<file path="src/hw/rtl/uart_gtd_pkg.sv">
// Shared types and constants for the UART gap-timeout deframer.
package uart_gtd_pkg;

   localparam int unsigned SLOT_BYTES_DEF = 64;
   localparam int unsigned RING_SLOTS_DEF = 8;

   localparam int unsigned GAP_W   = 16;
   localparam int unsigned BYTE_W  = 8;
   localparam int unsigned LEN_W   = 16;

   localparam logic [GAP_W-1:0] GAP_TICKS_RST = 16'd30;
   localparam logic [GAP_W-1:0] GAP_MAX       = 16'hFFFF;

   typedef enum logic {
      CSR_LINK_CONNECTED = 1'b0,
      CSR_GAP_TICKS      = 1'b1
   } csr_index_type;

   typedef enum logic {
      ACT_BYTE = 1'b0,
      ACT_TICK = 1'b1
   } action_type;

   typedef enum logic [1:0] {
      ST_IDLE,
      ST_LEN_HI,
      ST_LEN_LO,
      ST_DATA
   } state_type;

endpackage

</file>
<file path="src/hw/rtl/uart_gap_timeout_deframer_top.sv">
// UART receiver deframer: gap-timed frame closing into a ring of slots.
//
// Usage:
//  - req channel: one request is either a received byte (req_action = byte)
//    or one timer tick. Bytes are stored in a local frame store; nothing is
//    returned for them. A tick that closes a frame starts emission.
//  - rsp channel: one response per emitted byte: length high, length low,
//    then the stored data bytes, tagged with slot index and slot offset.
//    The final byte carries rsp_last_of_frame and rsp_keepalive_restart.
//  - csr channel: always ready; index 0 link_connected, 1 gap_ticks.
//  - Emission: a closing tick emits byte_count + 2 bytes, one byte per cycle
//    while the receiver is not stalling, from the output register, paced by
//    the single store read port; req_ready is low throughout emission.
//  - A stalled receiver holds the output register; the sequencer waits.
//  - Reset clears counters, gap timer, slot index and link_connected, and
//    sets gap_ticks to GAP_TICKS_RST. The frame store is not cleared; only
//    written entries are emitted.
module uart_gap_timeout_deframer_top
   import uart_gtd_pkg::*;
#(
   parameter int unsigned SLOT_BYTES = SLOT_BYTES_DEF,
   parameter int unsigned RING_SLOTS = RING_SLOTS_DEF
) (
   input  logic                          clock,
   input  logic                          reset,
   input  logic                          req_valid,
   output logic                          req_ready,
   input  logic                          req_action,
   input  logic [BYTE_W-1:0]             req_rx_byte,
   output logic                          rsp_valid,
   input  logic                          rsp_ready,
   output logic [$clog2(RING_SLOTS)-1:0] rsp_slot_index,
   output logic [$clog2(SLOT_BYTES)-1:0] rsp_slot_offset,
   output logic [BYTE_W-1:0]             rsp_out_byte,
   output logic                          rsp_last_of_frame,
   output logic                          rsp_keepalive_restart,
   input  logic                          csr_valid,
   output logic                          csr_ready,
   input  logic                          csr_index,
   input  logic [GAP_W-1:0]              csr_wdata
);

   localparam int unsigned STORE_DEPTH = SLOT_BYTES - 2;
   localparam int unsigned CNT_W  = $clog2(SLOT_BYTES);
   localparam int unsigned ADDR_W = (STORE_DEPTH > 1) ? $clog2(STORE_DEPTH) : 1;
   localparam int unsigned SLOT_W = $clog2(RING_SLOTS);
   localparam logic [CNT_W-1:0]  DEPTH_C    = CNT_W'(STORE_DEPTH);
   localparam logic [SLOT_W-1:0] SLOT_LAST  = SLOT_W'(RING_SLOTS - 1);

   state_type           state_ff, state_in;
   logic                link_ff, link_in;
   logic [GAP_W-1:0]    gap_ticks_ff, gap_ticks_in;
   logic [CNT_W-1:0]    byte_count_ff, byte_count_in;
   logic                gap_running_ff, gap_running_in;
   logic [GAP_W-1:0]    gap_count_ff, gap_count_in;
   logic [SLOT_W-1:0]   write_slot_ff, write_slot_in;
   logic [ADDR_W-1:0]   idx_ff, idx_in;

   logic                rsp_valid_ff, rsp_valid_in;
   logic [CNT_W-1:0]    offset_ff, offset_in;
   logic [BYTE_W-1:0]   out_byte_ff, out_byte_in;
   logic                last_ff, last_in;

   logic [BYTE_W-1:0]   store_mem [STORE_DEPTH];
   logic [BYTE_W-1:0]   rd_data_ff;
   logic                store_we;

   logic                req_acc, out_free;
   logic [GAP_W-1:0]    gap_inc;
   logic [LEN_W-1:0]    frame_len;
   logic [CNT_W-1:0]    data_offset;

   assign req_ready = (state_ff == ST_IDLE);
   assign req_acc   = req_valid && req_ready;
   assign out_free  = !rsp_valid_ff || rsp_ready;
   assign csr_ready = 1'b1;
   assign gap_inc   = (gap_count_ff < GAP_MAX) ? gap_count_ff + 1'b1 : gap_count_ff;
   assign frame_len   = LEN_W'(byte_count_ff);
   assign data_offset = CNT_W'(idx_ff) + CNT_W'(2);

   always_comb begin
      state_in       = state_ff;
      link_in        = link_ff;
      gap_ticks_in   = gap_ticks_ff;
      byte_count_in  = byte_count_ff;
      gap_running_in = gap_running_ff;
      gap_count_in   = gap_count_ff;
      write_slot_in  = write_slot_ff;
      idx_in         = idx_ff;
      rsp_valid_in   = rsp_valid_ff && !rsp_ready;
      offset_in      = offset_ff;
      out_byte_in    = out_byte_ff;
      last_in        = last_ff;
      store_we       = 1'b0;

      if (csr_valid && csr_ready) begin
         case (csr_index_type'(csr_index))
            CSR_LINK_CONNECTED: link_in      = csr_wdata[0];
            CSR_GAP_TICKS:      gap_ticks_in = csr_wdata;
            default:            ;
         endcase
      end

      case (state_ff)
         ST_IDLE: begin
            idx_in = '0;
            if (req_acc) begin
               if (action_type'(req_action) == ACT_BYTE) begin
                  if (link_ff) begin
                     if (byte_count_ff == '0) begin
                        gap_running_in = 1'b1;
                     end
                     gap_count_in = '0;
                  end
                  if ((link_ff || req_rx_byte != '0) && byte_count_ff < DEPTH_C) begin
                     store_we      = 1'b1;
                     byte_count_in = byte_count_ff + 1'b1;
                  end
               end else if (gap_running_ff) begin
                  gap_count_in = gap_inc;
                  if (gap_inc >= gap_ticks_ff) begin
                     state_in = ST_LEN_HI;
                  end
               end
            end
         end
         ST_LEN_HI: begin
            if (out_free) begin
               rsp_valid_in = 1'b1;
               offset_in    = CNT_W'(0);
               out_byte_in  = frame_len[LEN_W-1 -: BYTE_W];
               last_in      = 1'b0;
               state_in     = ST_LEN_LO;
            end
         end
         ST_LEN_LO: begin
            if (out_free) begin
               rsp_valid_in = 1'b1;
               offset_in    = CNT_W'(1);
               out_byte_in  = frame_len[BYTE_W-1:0];
               last_in      = (byte_count_ff == '0);
               state_in     = last_in ? ST_IDLE : ST_DATA;
            end
         end
         ST_DATA: begin
            if (out_free) begin
               rsp_valid_in = 1'b1;
               offset_in    = data_offset;
               out_byte_in  = rd_data_ff;
               last_in      = (CNT_W'(idx_ff) + 1'b1 == byte_count_ff);
               if (last_in) begin
                  state_in = ST_IDLE;
                  idx_in   = '0;
               end else begin
                  idx_in = idx_ff + 1'b1;
               end
            end
         end
         default: state_in = ST_IDLE;
      endcase

      if (state_ff != ST_IDLE && state_in == ST_IDLE) begin
         byte_count_in  = '0;
         gap_running_in = 1'b0;
         gap_count_in   = '0;
         write_slot_in  = (write_slot_ff == SLOT_LAST) ? '0 : write_slot_ff + 1'b1;
      end
   end

   always_ff @(posedge clock) begin
      if (reset) begin
         state_ff       <= ST_IDLE;
         link_ff        <= 1'b0;
         gap_ticks_ff   <= GAP_TICKS_RST;
         byte_count_ff  <= '0;
         gap_running_ff <= 1'b0;
         gap_count_ff   <= '0;
         write_slot_ff  <= '0;
         idx_ff         <= '0;
         rsp_valid_ff   <= 1'b0;
      end else begin
         state_ff       <= state_in;
         link_ff        <= link_in;
         gap_ticks_ff   <= gap_ticks_in;
         byte_count_ff  <= byte_count_in;
         gap_running_ff <= gap_running_in;
         gap_count_ff   <= gap_count_in;
         write_slot_ff  <= write_slot_in;
         idx_ff         <= idx_in;
         rsp_valid_ff   <= rsp_valid_in;
      end
   end

   always_ff @(posedge clock) begin
      offset_ff   <= offset_in;
      out_byte_ff <= out_byte_in;
      last_ff     <= last_in;
   end

   // Frame store: written in idle, read one entry ahead of emission.
   always_ff @(posedge clock) begin
      if (store_we) begin
         store_mem[byte_count_ff[ADDR_W-1:0]] <= req_rx_byte;
      end
      rd_data_ff <= store_mem[idx_in];
   end

   // Slot index of the frame in flight; slot advances only as it returns to idle.
   logic [SLOT_W-1:0] rsp_slot_ff, rsp_slot_in;
   assign rsp_slot_in = (state_ff != ST_IDLE && out_free) ? write_slot_ff : rsp_slot_ff;
   always_ff @(posedge clock) begin
      rsp_slot_ff <= rsp_slot_in;
   end

   assign rsp_valid             = rsp_valid_ff;
   assign rsp_slot_index        = rsp_slot_ff;
   assign rsp_slot_offset       = offset_ff;
   assign rsp_out_byte          = out_byte_ff;
   assign rsp_last_of_frame     = last_ff;
   assign rsp_keepalive_restart = last_ff;

   a_count_bound: assert property (@(posedge clock) disable iff (reset)
      byte_count_ff <= DEPTH_C)
      else $error("byte count beyond store depth");

   a_emit_nonempty: assert property (@(posedge clock) disable iff (reset)
      state_ff != ST_IDLE |-> byte_count_ff != '0 && gap_running_ff)
      else $error("emission without collected bytes or running timer");

   a_close_clears: assert property (@(posedge clock) disable iff (reset)
      state_ff == ST_DATA && out_free && last_in |=>
         state_ff == ST_IDLE && byte_count_ff == '0 && !gap_running_ff)
      else $error("frame close did not clear state");

   a_idx_bound: assert property (@(posedge clock) disable iff (reset)
      state_ff == ST_DATA |-> CNT_W'(idx_ff) < byte_count_ff)
      else $error("store read beyond collected bytes");

endmodule

</file>
<file path="config.mk">
export PLATFORM = sky130hd
export DESIGN_NAME = uart_gap_timeout_deframer_top
export DESIGN_NICKNAME = d
export VERILOG_FILES = /design/src/hw/rtl/uart_gtd_pkg.sv /design/src/hw/rtl/uart_gap_timeout_deframer_top.sv
export SDC_FILE = /design/constraint.sdc
export NUM_CORES = 1
export LEC_CHECK = 0
export BUFFER_PORTS_ARGS = -buffer_cell sky130_fd_sc_hd__buf_4
export CORE_MARGIN = 2
export CORE_UTILIZATION = 49
export DETAILED_ROUTE_END_ITERATION = 10
export PLACE_DENSITY = 0.72
export SETUP_SLACK_MARGIN = 0.5
export SLEW_MARGIN = 20
export SYNTH_ARGS = -nofsm -noshare
export SYNTH_HDL_FRONTEND = slang
export SYNTH_SLANG_ARGS = --single-unit
</file>
<file path="constraint.sdc">
create_clock -name clock -period 3.5 [get_ports clock]
set_clock_uncertainty 0.05 [all_clocks]
set_input_delay 0.35 -clock clock [delete_from_list [all_inputs] [get_ports clock]]
set_output_delay 0.35 -clock clock [all_outputs]
set_load 0.03 [all_outputs]
</file>
==> flow_results.org, run 1 <==
** Run status
- The flow ran to the end, and the final reports show no timing, DRC or antenna violations.

** Critical path
- R2R cell count :: 11
- Data required, critical path :: 4000 ps
- WP data arrival :: 3770 ps
- Reg-to-reg startpoint :: state_ff[0]$_SDFF_PP0_
- Across all register-to-register paths, the minimum setup slack is 230 ps.
- Of all nets on the critical path, the largest fanout is 11.
- Critical path startpoint category :: flop
- The worst register-to-register path ends at rd_data_ff[5]$_DFF_P_.
- The worst setup path is of the flop to flop kind.
- Endpoint class of the critical path :: flop

** Detailed routing
- The routed layout has roughly 18000 vias.
- The count of nets left with antenna violations once routing finished came out at 0.
- First DRT Iteration DRCs :: 2737
- Wire length reported by the detailed router :: 69.4 mm
- Dividing the detail-routed wire length by the instance count gives 23.7 um.
- Before antenna repair, the detailed router went through 6 iterations.
- Using the TritonRoute via totals, the vias-per-cell ratio works out to around 6.1.
- DRC :: 0

** Yosys
- Synthesis instantiated 62 different standard cells from the library.
- Count of yosys warnings during synthesis :: 0
- Number of flops mapped to enable cells by yosys :: 514
- The mapped netlist covers 24200 um^2.
- For this run, the leading register cell type out of synthesis is edfxtp_1.
- Post-synth ARST share :: 0
- Cell count after synthesis :: roughly 2100
- The average instance in the mapped netlist occupies 11.6 um^2.
- Register bit total from synthesis :: 574
- Post-synthesis sequential area ratio :: 0.687
- The number of nets handed over by synthesis was 2150.

** Pwr
- Post-route total power :: 16.7 mW
- Switching portion of total power :: 0.269
- Share of total power in combinational logic :: 0.155
- The share of total power dissipated in sequential elements is 0.467.
- Power density normalized to cell area :: 565 nW/um^2
- Of the total power, the clock network draws 0.378.
- IR Drop Worst-Case VDD :: roughly 0.6 mV
- Int Power :: between 10 and 15 mW
- In this run the static leakage power is 10.4 nW.
- Switching component of the power :: 4.49 mW

** CTS
- Number of sinks on the clock net :: 574
- The later pin in the worst-skew pair is clocked with a latency of roughly 650 ps.
- CTS tree :: done
- Clock buffer count from CTS :: 57
- CTS Buffer Depth :: 3
- In this run the number of H-tree levels came out at 2.
- After clock tree synthesis, the clock-pin slew on the worst setup and hold paths is ~70 ps.
- Clk Tree Root Cell :: clkbuf_16

** Min path
- Sink of the worst hold path :: idx_ff[3]$_SDFF_PP0_
- In this run the most critical hold path is launched from reset.
- Counting instances, the worst hold path has a depth of 2.
- The tightest min-delay check is of the primary input to flop type.

** Global routing
- The number of global-route vias before repair is 16567.
- The total overflow left after global routing is 0.
- The initial antenna violation count is 0.
- In the global route stage, overall resource usage came out at 0.263.
- Largest net degree at the start of global routing :: ~70
- The first global-routing pass estimated 101 mm of wire.

** Floorplan
- Std-Cell Core Area :: just under 50000 um^2
- The initial utilization of the core area, before any placement, comes to 0.496.
- Site Rows :: 81
- From bottom edge to top edge, the die measures 226 um.
- DIE AREA :: 51200 um^2
- The die is 226 um wide.
- Boundary pin count :: 53

** STA
- Transition time at the pin with the least slew margin :: 1260 ps
- Final setup fails :: 0
- Setup repair after global routing could not meet its margin everywhere.
- Count of endpoints failing hold in the final timing report :: 0
- Setup slack closes at 227 ps.
- The count of final max-slew check failures is 0.
- Share of the cycle needed by the critical path after routing :: 0.935
- Final min period :: 3270 ps
- In the final timing run, aggregate negative setup slack is 0 ps.
- Max Clock Freq :: between 300 and 400 MHz
- Worst-case headroom to the max-slew limit :: 0.159

** Placement
- Buffers added on ports :: about 50
- In this run the cell area measured after placement is 25600 um^2.
- Post-placement worst setup slack :: -70.6 ps
- Detailed placement finished with a half-perimeter wire length of 39.5 mm.
- The congestion estimate from routability-driven global placement came to 0.980.

** Finish
- Post-layout nets :: between 2000 and 2500
- Share of post-route cells with drive strength above 1 :: 0.203
- The layout has 3690 filler cells.
- Summing all non-filler instances in the final layout gives an area of 29600 um^2.
- End-of-flow core utilization :: 0.606
- ANT cells :: 0
- Compared with the post-synthesis result, the final layout area differs by 22.3%.

** Flow run
- Across the run, the number of max-cap violations was 0.
## per-stage QoR
stage | hold WS [ps] | instances
6_report | 35.4 | 2932
5_1_grt | 46.9 | 2932
4_1_cts | 6.70 | 2902
3_5_place_dp | 405 | 2743
3_3_place_gp | 398 | 2743
2_1_floorplan | 384 | 2092
## state kept, by name, summed over array words and instances (netlist names), 2 cells and up
| name | flops |
|---|---|
| idx_ff | 6 |
| write_slot_ff | 3 |
| byte_count_ff | 6 |
| rsp_slot_offset | 6 |
| state_ff | 2 |
| rsp_out_byte | 8 |
| gap_count_ff | 16 |
| rsp_slot_index | 3 |
| store_mem | 496 |
| rd_data_ff | 8 |
| gap_ticks_ff | 16 |
## synth_stat cells (2+ instances only)
cell type  number  share of area
o21ai_1         4        0.00083
nor3_1         14         0.0029
or4_1           2        0.00062
buf_1          12         0.0019
inv_1          26         0.0040
mux2i_1         5         0.0021
a22o_1          9         0.0033
or3_1           8         0.0021
nand2_1       572          0.089
a21boi_0        3        0.00093
o211ai_1       14         0.0043
xnor2_1        20         0.0072
a22oi_1        17         0.0053
and2_1         11         0.0028
edfxtp_1      514           0.64
nor2_1        113          0.018
o22ai_1         4         0.0010
a21o_1          6         0.0019
nor2b_1         9         0.0023
a2111oi_0       2        0.00072
a311oi_1       16         0.0058
o311ai_0        2        0.00072
nand3_1       253          0.052
and4_1          6         0.0022
o21ai_0        24         0.0050
nand2b_1        6         0.0016
nor4_1          2        0.00052
a31oi_1        27         0.0070
a32o_1         12         0.0050
buf_4           6         0.0019
dfxtp_1        60          0.050
o2111ai_1      13         0.0047
a41oi_1         2        0.00072
ha_1           27          0.014
xor2_1          5         0.0018
and3_1         29         0.0075
buf_2          34         0.0070
o21a_1          5         0.0016
a21oi_1        82          0.017
nand4_1        10         0.0026
buf_6           4         0.0019
clkbuf_1       82          0.013
## cell usage in the layout, fill, tap and decap left out, drive strengths merged, types with 6 or more instances in the layout
cell	netlist	final
nand2	572	572
edfxtp	514	514
nand3	253	253
buf	56	183
nor2	113	113
a21oi	82	82
clkbuf	82	70
dfxtp	60	60
and3	29	29
o21ai	28	28
ha	27	27
a31oi	27	27
inv	26	26
clkinv	1	25
xnor2	20	20
dlygate4sd3	0	18
a22oi	18	18
a311oi	16	16
nor3	15	15
o211ai	14	14
o2111ai	13	13
a32o	12	12
and2	12	12
nand4	11	11
a22o	9	9
nor2b	9	9
or3	8	8
bufinv	0	8
clkinvlp	0	8
nand2b	6	6
a21o	6	6
and4	6	6
## worst max-delay path by stage
stage / startpoint / endpoint / slack [ps]
final: state_ff[0]$_SDFF_PP0_ / rd_data_ff[5]$_DFF_P_ / 230
after global routing: gap_count_ff[5]$_SDFFE_PP0P_ / state_ff[0]$_SDFF_PP0_ / 80
after CTS: gap_count_ff[5]$_SDFFE_PP0P_ / state_ff[1]$_SDFF_PP0_ / 280
after detailed placement: idx_ff[1]$_SDFF_PP0_ / rd_data_ff[5]$_DFF_P_ / -70
after global placement: state_ff[0]$_SDFF_PP0_ / rd_data_ff[6]$_DFF_P_ / 110
after floorplan: gap_count_ff[3]$_SDFFE_PP0P_ / state_ff[0]$_SDFF_PP0_ / 180
## worst max-delay path, cell delays in order, from the launching register on
cell and delay [ps]:
dfxtp_1 430, inv_1 130, ha_4 290, buf_4 190
or4_1 510, nand2_1 200, a22oi_1 100, buf_4 180
and3_2 290, a221oi_2 340, o2111ai_1 160, nor4bb_1 300
## cell families after synthesis
| logic type | share of synthesized area |
|---|---|
| and+or+nand+nor | 0.186 |
| other | 0.000155 |
| DFF | 0.687 |
| adders and majority gates | 0.0140 |
| muxes | 0.00253 |
| xor gates and xnor gates | 0.0100 |
| buffers and inverters | 0.0295 |
| AOI/OAI and AO/OA | 0.0704 |
## what timing repair did
action,4_1_cts,5_1_grt
resized for setup,98,153
endpoints found under the hold margin,26,0
setup endpoints to repair,322,491
cloned,11,6
setup buffers,25,24
hold buffers,18,0
pin swaps,24,29
## per-layer routing
metal  part of all wire  up-vias  global-route usage
met4              0.042        0               0.108
li1                   -     7812                   -
met2               0.46     1132               0.407
met3               0.11      193              0.0552
met5                  0        -                   0
met1               0.39     8647               0.366
## area by class of cell
class / count / area (um^2) / area share
Sequential cell: 574 / 16600 / 0.562
Timing Repair Buffer: 209 / 2340 / 0.0789
Inverter: 27 / 103 / 0.00346
Tap cell: 664 / 831 / 0.0281
Clock inverter: 40 / 457 / 0.0154
Clock buffer: 65 / 1480 / 0.0499
Multi-Input combinational cell: 1353 / 7760 / 0.262
## power groups by stage
stage	logic, mW	clock network (mW)	registers [mW]
global placement	2.06	0	7.93
detailed placement	2.09	0	7.94
finish	2.59	6.32	7.80
floorplan	1.04	0	8.08
global route	2.73	6.63	7.81
CTS	2.37	6.36	7.79
Note: power is estimated with default switching activity, not from simulation.
==> run 2: changes to the inputs <==
--- a/config.mk
+++ b/config.mk
@@ -8,8 +8,10 @@
 export BUFFER_PORTS_ARGS = -buffer_cell sky130_fd_sc_hd__buf_4
 export CORE_MARGIN = 2
 export CORE_UTILIZATION = 49
+export CTS_CLUSTER_DIAMETER = 40
 export DETAILED_ROUTE_END_ITERATION = 10
 export PLACE_DENSITY = 0.72
+export REMOVE_ABC_BUFFERS = 1
 export SETUP_SLACK_MARGIN = 0.5
 export SLEW_MARGIN = 20
 export SYNTH_ARGS = -nofsm -noshare
==> run 2 against run 1 <==
- via count rose by 4.0%
- combinational power rose by 10%
- global-route usage rose by 1.0 points
- core utilization rose by 4.2 points
- final cell count rose by 5.0%
- worst setup slack got worse by 7.8 ps
- hold slack improved by 10 ps
- critical path depth rose by 6
- flip-flop and latch count did not move
==> flow_results.org, run 2 (synthesis gave the netlist of run 1 again) <==
** Critical path
- Biggest cell delay along the critical path :: 340 ps
- Grouping stages by cell kind, the critical path spends the most delay in compound AO/OA/AOI/OAI gates.
- Crit path max fanout :: 6
- WP data arrival :: 3720 ps
- The slowest stage of the critical path belongs to the cell o311a_1.
- Counting both buffers and inverters, the worst setup path holds a total of 2.
- Data required, critical path :: approximately 3900 ps
- Endpoint class of the critical path :: flop
- Startpoint-to-endpoint class of the critical path :: flop to flop
- Cell Chain, Critical Path :: and4_4 -> and4_4 -> nand3_4 -> nor2_4 -> buf_6 -> a31oi_1 -> buf_4 -> nor2_1 -> ha_1 -> a21o_1 -> a21o_1 -> a21o_1 -> a21oi_2 -> o21ai_1 -> o2111ai_1 -> a31oi_1 -> o311a_1
- The cell that appears most often on the critical path is a21o_1.
- Critical path startpoint category :: flop

** Run status
- The flow ran to the end, and the final reports show no timing, DRC or antenna violations.

** STA
- Sum Neg Setup Slack :: 0 ps
- Setup repair after global routing could not meet its margin everywhere.
- Final min period :: 3280 ps
- Final setup margin :: 219 ps
- The total count of hold-check failures in the final report was 0.
- Hold timing on the final database bottoms out at a slack of between 40 and 50 ps.
- For the pin with the worst max-slew slack, the measured transition is between 900 and 1000 ps.
- The worst pin sits at a relative slew slack of 0.384.
- The count of final max-slew check failures was 0.
- Max Clock Freq :: 305 MHz
- Share of the cycle needed by the critical path after routing :: 0.937
- Final setup fails :: 0

** Finish
- Post-layout nets :: approximately 2400
- From synthesis to final layout, the design area changed by 30.7%.
- In the layout the commonest cells are nand2_1 (540), edfxtp_1 (514), buf_4 (223).
- The library cell used most frequently in the layout, excluding fill and tap cells, is nand2_1.
- End-of-flow core utilization :: 0.648
- Max reg flops :: 496
- In the final layout, the share of cells above drive strength 1 is 0.267.

** Floorplan
- The die covers 51200 um^2.
- Boundary pin count :: 53
- Std-Cell Core Area :: 48800 um^2
- The die is 226 um wide.
- In this run the core area contains 81 standard-cell rows.
- Height of the chip :: roughly 230 um
- The initial utilization of the core area, before any placement, comes to 0.496.

** Global routing
- In the global route stage, overall resource usage came out at 0.274.
- Vias in the first global route :: between 15000 and 20000
- Largest net degree at the start of global routing :: 63
- Summed over all layers, the global routing overflow is 0.
- The first global-routing pass estimated 105 mm of wire.
- Initial antenna violation count :: 2

** Pwr
- Post-route total power :: 18.1 mW
- Static power due to leakage :: 11.6 nW
- IR Drop Worst-Case VDD :: 0.397 mV
- In this run the power density over the cells is 571 nW/um^2.

** CTS
- CTS tree :: done
- For this design, the sink count on the clock tree is 574.
- The longest clock path from root to sink contains 3 buffers.
- For the worst-skew pair, the clock arrives at the later sink with an insertion delay of 620 ps.
- In this run, CTS created clock tree buffers numbering 75.
- Clk Tree Root Cell :: clkbuf_16
- The H-tree generated during clock tree synthesis spans 3 levels.
- Clk pin slew, worst setup/hold paths :: about 60 ps

** Detailed routing
- Post-route antenna net violation count :: 0
- Detailed-routing iteration count for the pre-antenna-repair pass :: 5
- The detailed router finished its first iteration with 2676 violations.
- Wire length reported by the detailed router :: approximately 73 mm
- Dividing the detail-routed wire length by the instance count gives 23.8 um.
- Using the TritonRoute via totals, the vias-per-cell ratio works out to 6.01.
- DRC :: 0
- Overall via count from detail_route :: 18489

** Flow run
- Max-cap violations in this run came to 0.

** Min path
- Hold Crit Class :: primary input to flop

** Placement
- Post-DP HPWL :: 39.5 mm
- OpenSTA, run right after detailed placement, puts the worst setup slack at -51.5 ps.
- During placement, the flow inserted port buffers numbering between 50 and 60.
- Last weighted congestion value of the routability-driven placer :: 0.960
## run 2: worst min-delay path, delay by kind of cell
kind          cells  cell delay [ps]
buf+inv           1               90
simple gates      2              110
mux               1              110
## run 2: timing repair
item                                    CTS  global route
gates cloned                             16            10
gates resized for setup                 151           184
setup buffers                            38            29
endpoints found under the setup margin   36           310
hold buffers                             16             0
pin swaps                                46            74
endpoints found under the hold margin    17             0
## run 2: layout make-up
class                      count  area (um^2)
antenna                        1         2.50
clock buffer                  85         1940
tap                          664          831
fill                        3407        17200
clock inverter                51          492
sequential                   574        16700
timing repair buffer         322         3480
inverter                      27          101
multi-input combinational   1354         8150
## run 2: final timing paths
kind	startpoint	end	slack (ps)	depth (start not counted)
max	gap_count_ff[3]$_SDFFE_PP0P_	state_ff[0]$_SDFF_PP0_	220	17
max reg2reg	gap_count_ff[3]$_SDFFE_PP0P_	state_ff[0]$_SDFF_PP0_	220	17
min reg2reg	gap_ticks_ff[15]$_SDFFE_PP0P_	gap_ticks_ff[15]$_SDFFE_PP0P_	410	2
min	csr_index	link_ff$_SDFFE_PP0P_	50	4
## run 2: metrics by stage
step | instances | cell area (um^2)
2_1_floorplan | 1954 | 23600
3_3_place_gp | 2832 | 26200
3_5_place_dp | 2832 | 26200
4_1_cts | 3038 | 30400
5_1_grt | 3077 | 31600
6_report | 3078 | 31600
## run 2: power by group
group          leakage [nW]  internal (mW)  switching, mW  total, mW
sequential             5.13           7.69         0.0959       7.78
clock                  1.18           4.36           3.08       7.44
combinational          5.26           1.10           1.76       2.86
## run 2: metal layers
layer  global-route usage  part of all wire  up-vias
met5                    0                 0        -
met4                0.124             0.052        0
met3               0.0526              0.11      249
met2                0.433              0.46     1193
met1                0.370              0.38     8948
li1                     -                 -     8099
==> run 3: changes to the inputs <==
--- a/config.mk
+++ b/config.mk
@@ -7,10 +7,10 @@
 export LEC_CHECK = 0
 export BUFFER_PORTS_ARGS = -buffer_cell sky130_fd_sc_hd__buf_4
 export CORE_MARGIN = 2
-export CORE_UTILIZATION = 49
+export CORE_UTILIZATION = 45
 export CTS_CLUSTER_DIAMETER = 40
 export DETAILED_ROUTE_END_ITERATION = 10
-export PLACE_DENSITY = 0.72
+export PLACE_DENSITY = 0.68
 export REMOVE_ABC_BUFFERS = 1
 export SETUP_SLACK_MARGIN = 0.5
 export SLEW_MARGIN = 20
==> run 3 against run 2 <==
- final area is 2.1% lower
- count of clock-buffer cells in the layout is 3 higher
- first-iteration DRC count is 20% lower
- register-to-register slack worse by 40 ps
- largest power group is now the clock network
==> flow_results.org, run 3 (synthesis gave the netlist of run 1 again) <==
** Global routing
- Global-route wire length before repair :: 99.3 mm
- Overall overflow remaining after global route :: 0
- Largest net degree at the start of global routing :: 63
- Vias in the first global route :: about 17000
- The initial antenna violation count was 2.
- All-Layer GR Usage :: 0.234

** Floorplan
- The initial utilization of the core area, before any placement, comes to 0.453.
- For this design the top-level I/O count stands at between 50 and 60.
- The floorplan has 85 rows.
- From left edge to right edge, the die measures approximately 240 um.
- The floorplan step defined a die boundary enclosing 55700 um^2.
- Std-Cell Core Area :: roughly 53000 um^2
- Height of the chip :: 236 um

** Critical path
- The number of cells on the worst reg-to-reg path is 16.
- In this design, the critical path's most frequently occurring cell is a21o_1.
- Reg-to-reg startpoint :: gap_count_ff[3]$_SDFFE_PP0P_
- In this run the critical register-to-register path is captured at state_ff[0]$_SDFF_PP0_.
- The signal on the critical path passes through and4_4 -> and4_4 -> nand3_4 -> nor2_4 -> buf_4 -> a31oi_1 -> nor2_1 -> ha_1 -> a21o_1 -> a21o_1 -> a21o_1 -> a21oi_2 -> o21ai_1 -> o2111ai_1 -> a31oi_2 -> o311a_1.
- Data on the critical path arrives at its endpoint at 3760 ps.
- Timing startpoint of the critical path :: gap_count_ff[3]$_SDFFE_PP0P_
- Crit path max fanout :: 6
- On the worst path, the slowest cell contributes a delay of 330 ps.
- Data required, critical path :: roughly 3900 ps
- Endpoint class of the critical path :: flop
- The setup path with the least slack is of type flop to flop.
- For this design, the slowest cell found on the critical path is dfxtp_2.
- Critical Path End :: state_ff[0]$_SDFF_PP0_
- Setup slack of the most critical reg-to-reg path :: ~180 ps
- Critical path startpoint category :: flop

** STA
- Final min period :: 3320 ps
- Share of the cycle needed by the critical path after routing :: 0.948
- The worst pin sits at a relative slew slack of 0.362.
- The count of final max-slew check failures is 0.
- Transition time at the pin with the least slew margin :: about 960 ps
- Static timing analysis puts the maximum clock frequency at 301 MHz.
- Setup repair after global routing missed its margin :: true
- The total count of hold-check failures in the final report was 0.
- Setup violations remaining at the end of the flow were counted as 0.

** Detailed routing
- Post-route antenna net violation count :: 0
- Before antenna repair, the detailed router went through 5 iterations.
- The routed layout has 17805 vias.
- Dividing the detail-routed via count by the number of cells gives 5.76.
- In the routed design, unresolved DRC markers number 0.
- In the final routed layout, each cell accounts on average for between 20 and 25 um.
- Wires add up to 68.5 mm.
- First DRT Iteration DRCs :: 2133

** Finish
- For this run, the post-layout net count is around 2400.
- Non-Filler Cell Area, Final :: about 31000 um^2
- The area growth from synthesis to layout is 28.0%.
- Share of post-route cells with drive strength above 1 :: 0.243
- ANT cells :: 0
- Max reg flops :: 496
- Summing all flip-flop and latch instances after layout gives 16700 um^2.
- Area used by multi-input combinational logic :: around 7800 um^2
- Leaving out fill and tap cells, the most frequent cell in the layout is nand2_1.
- The top cell types in the final layout, fill and taps aside, are nand2_1 (546), edfxtp_1 (514), nand3_1 (233).
- Filler Cells Inserted :: between 4000 and 5000

** Pwr
- Static power due to leakage :: 11.3 nW
- Power comes to 18.2 mW.
- Int Power :: about 13 mW
- Of the total power, the clock network draws 0.431.
- Share of total power in combinational logic :: 0.142
- VDD sags by at most ~0.42 mV.
- The share of total power dissipated in sequential elements is 0.427.
- Of the total power, the share spent switching nets is 0.267.
- Summed over all nets, the switching power comes to roughly 4.9 mW.
- Power density normalized to cell area :: 588 nW/um^2

** CTS
- TritonCTS built the clock tree.
- CTS Buffer Depth :: 3
- For this design, the sink count on the clock tree is 574.
- The H-tree generated during clock tree synthesis spans 3 levels.
- Clk pin slew, worst setup/hold paths :: 60 ps
- Clk Tree Root Cell :: clkbuf_16
- Clock insertion delay at the later pin of the skew report :: 630 ps
- Clock buffer count from CTS :: 76

** Min path
- Hold wc startpoint :: reset
- Hold Crit Class :: primary input to flop

** Placement
- After detailed placement, the total cell area comes to 26300 um^2.
- Buffers added on ports :: 51
- The wire-length estimate of the detail-placed layout is 37.9 mm.
- Last weighted congestion value of the routability-driven placer :: 0.916

** Flow run
- Across the run, the number of max-cap violations was 0.

** Run status
- The flow ran to the end, and the final reports show no timing, DRC or antenna violations.
-- run 3: power groups by stage --
stage,clock [mW],sequential [mW],combinational (mW)
after floorplan,0,8.10,1.05
after global placement,0,7.90,2.03
after detailed placement,0,7.91,2.07
after CTS,7.92,7.77,2.31
after global routing,8.19,7.78,2.75
final,7.84,7.77,2.59
-- run 3: metrics by stage --
step	hold slack (ps)	setup WS, ps	util	instances	setup TNS (ps)
after floorplan	369	-7550	-	1954	-68870
after global placement	399	-15.2	0.491	2867	-26.9
after detailed placement	402	-71.7	0.491	2867	-146
after CTS	32.4	165	0.561	3054	0
after global routing	63.9	78.9	0.579	3093	0
final	62.4	181	0.579	3093	0
-- run 3: worst min-delay path by stage --
stage	end	slack [ps]	depth (start not counted)
6_report	idx_ff[4]$_SDFF_PP0_	60	2
3_5_place_dp	gap_ticks_ff[8]$_SDFFE_PP0P_	400	2
5_1_grt	idx_ff[0]$_SDFF_PP0_	60	2
4_1_cts	link_ff$_SDFFE_PP0P_	30	4
2_1_floorplan	gap_ticks_ff[0]$_SDFFE_PP0P_	370	1
3_3_place_gp	gap_ticks_ff[11]$_SDFFE_PP0P_	400	2
-- run 3: layout make-up --
| class | count | area share |
|---|---|---|
| clock buffers | 88 | 0.0645 |
| repair buffers | 300 | 0.0958 |
| inverters | 27 | 0.00331 |
| flip-flops and latches | 574 | 0.537 |
| well taps | 696 | 0.0281 |
| multi-input cells | 1355 | 0.252 |
| clock inverters | 53 | 0.0194 |
-- run 3: metal layers --
layer  vias to the layer above  share of wire  global-route usage  routed length (um)
li1                       8052              -                   -                   -
met1                      8682           0.40               0.308               27300
met2                       917           0.47               0.377               32300
met3                       152          0.096              0.0534                6580
met4                         2          0.033              0.0917                2270
met5                         -        0.00018                   0                  12
-- run 3: what timing repair did --
| action | in CTS | in global routing |
|---|---|---|
| endpoints found under the hold margin | 17 | 0 |
| setup endpoints to repair | 335 | 345 |
| hold buffers | 16 | 0 |
| pin swaps | 44 | 77 |
| gates cloned | 8 | 10 |
| gates resized for setup | 126 | 127 |
| setup buffers | 22 | 29 |
-- run 3: critical path: cells and delay by family (launching register included) --
kind / cells / cell delay (ps)
flip-flops: 1 / 330
adder cells (fa/ha/maj): 1 / 260
AND/OR/NAND/NOR: 5 / 950
AO/OA/AOI/OAI: 9 / 1440
buffers and inverters: 1 / 170
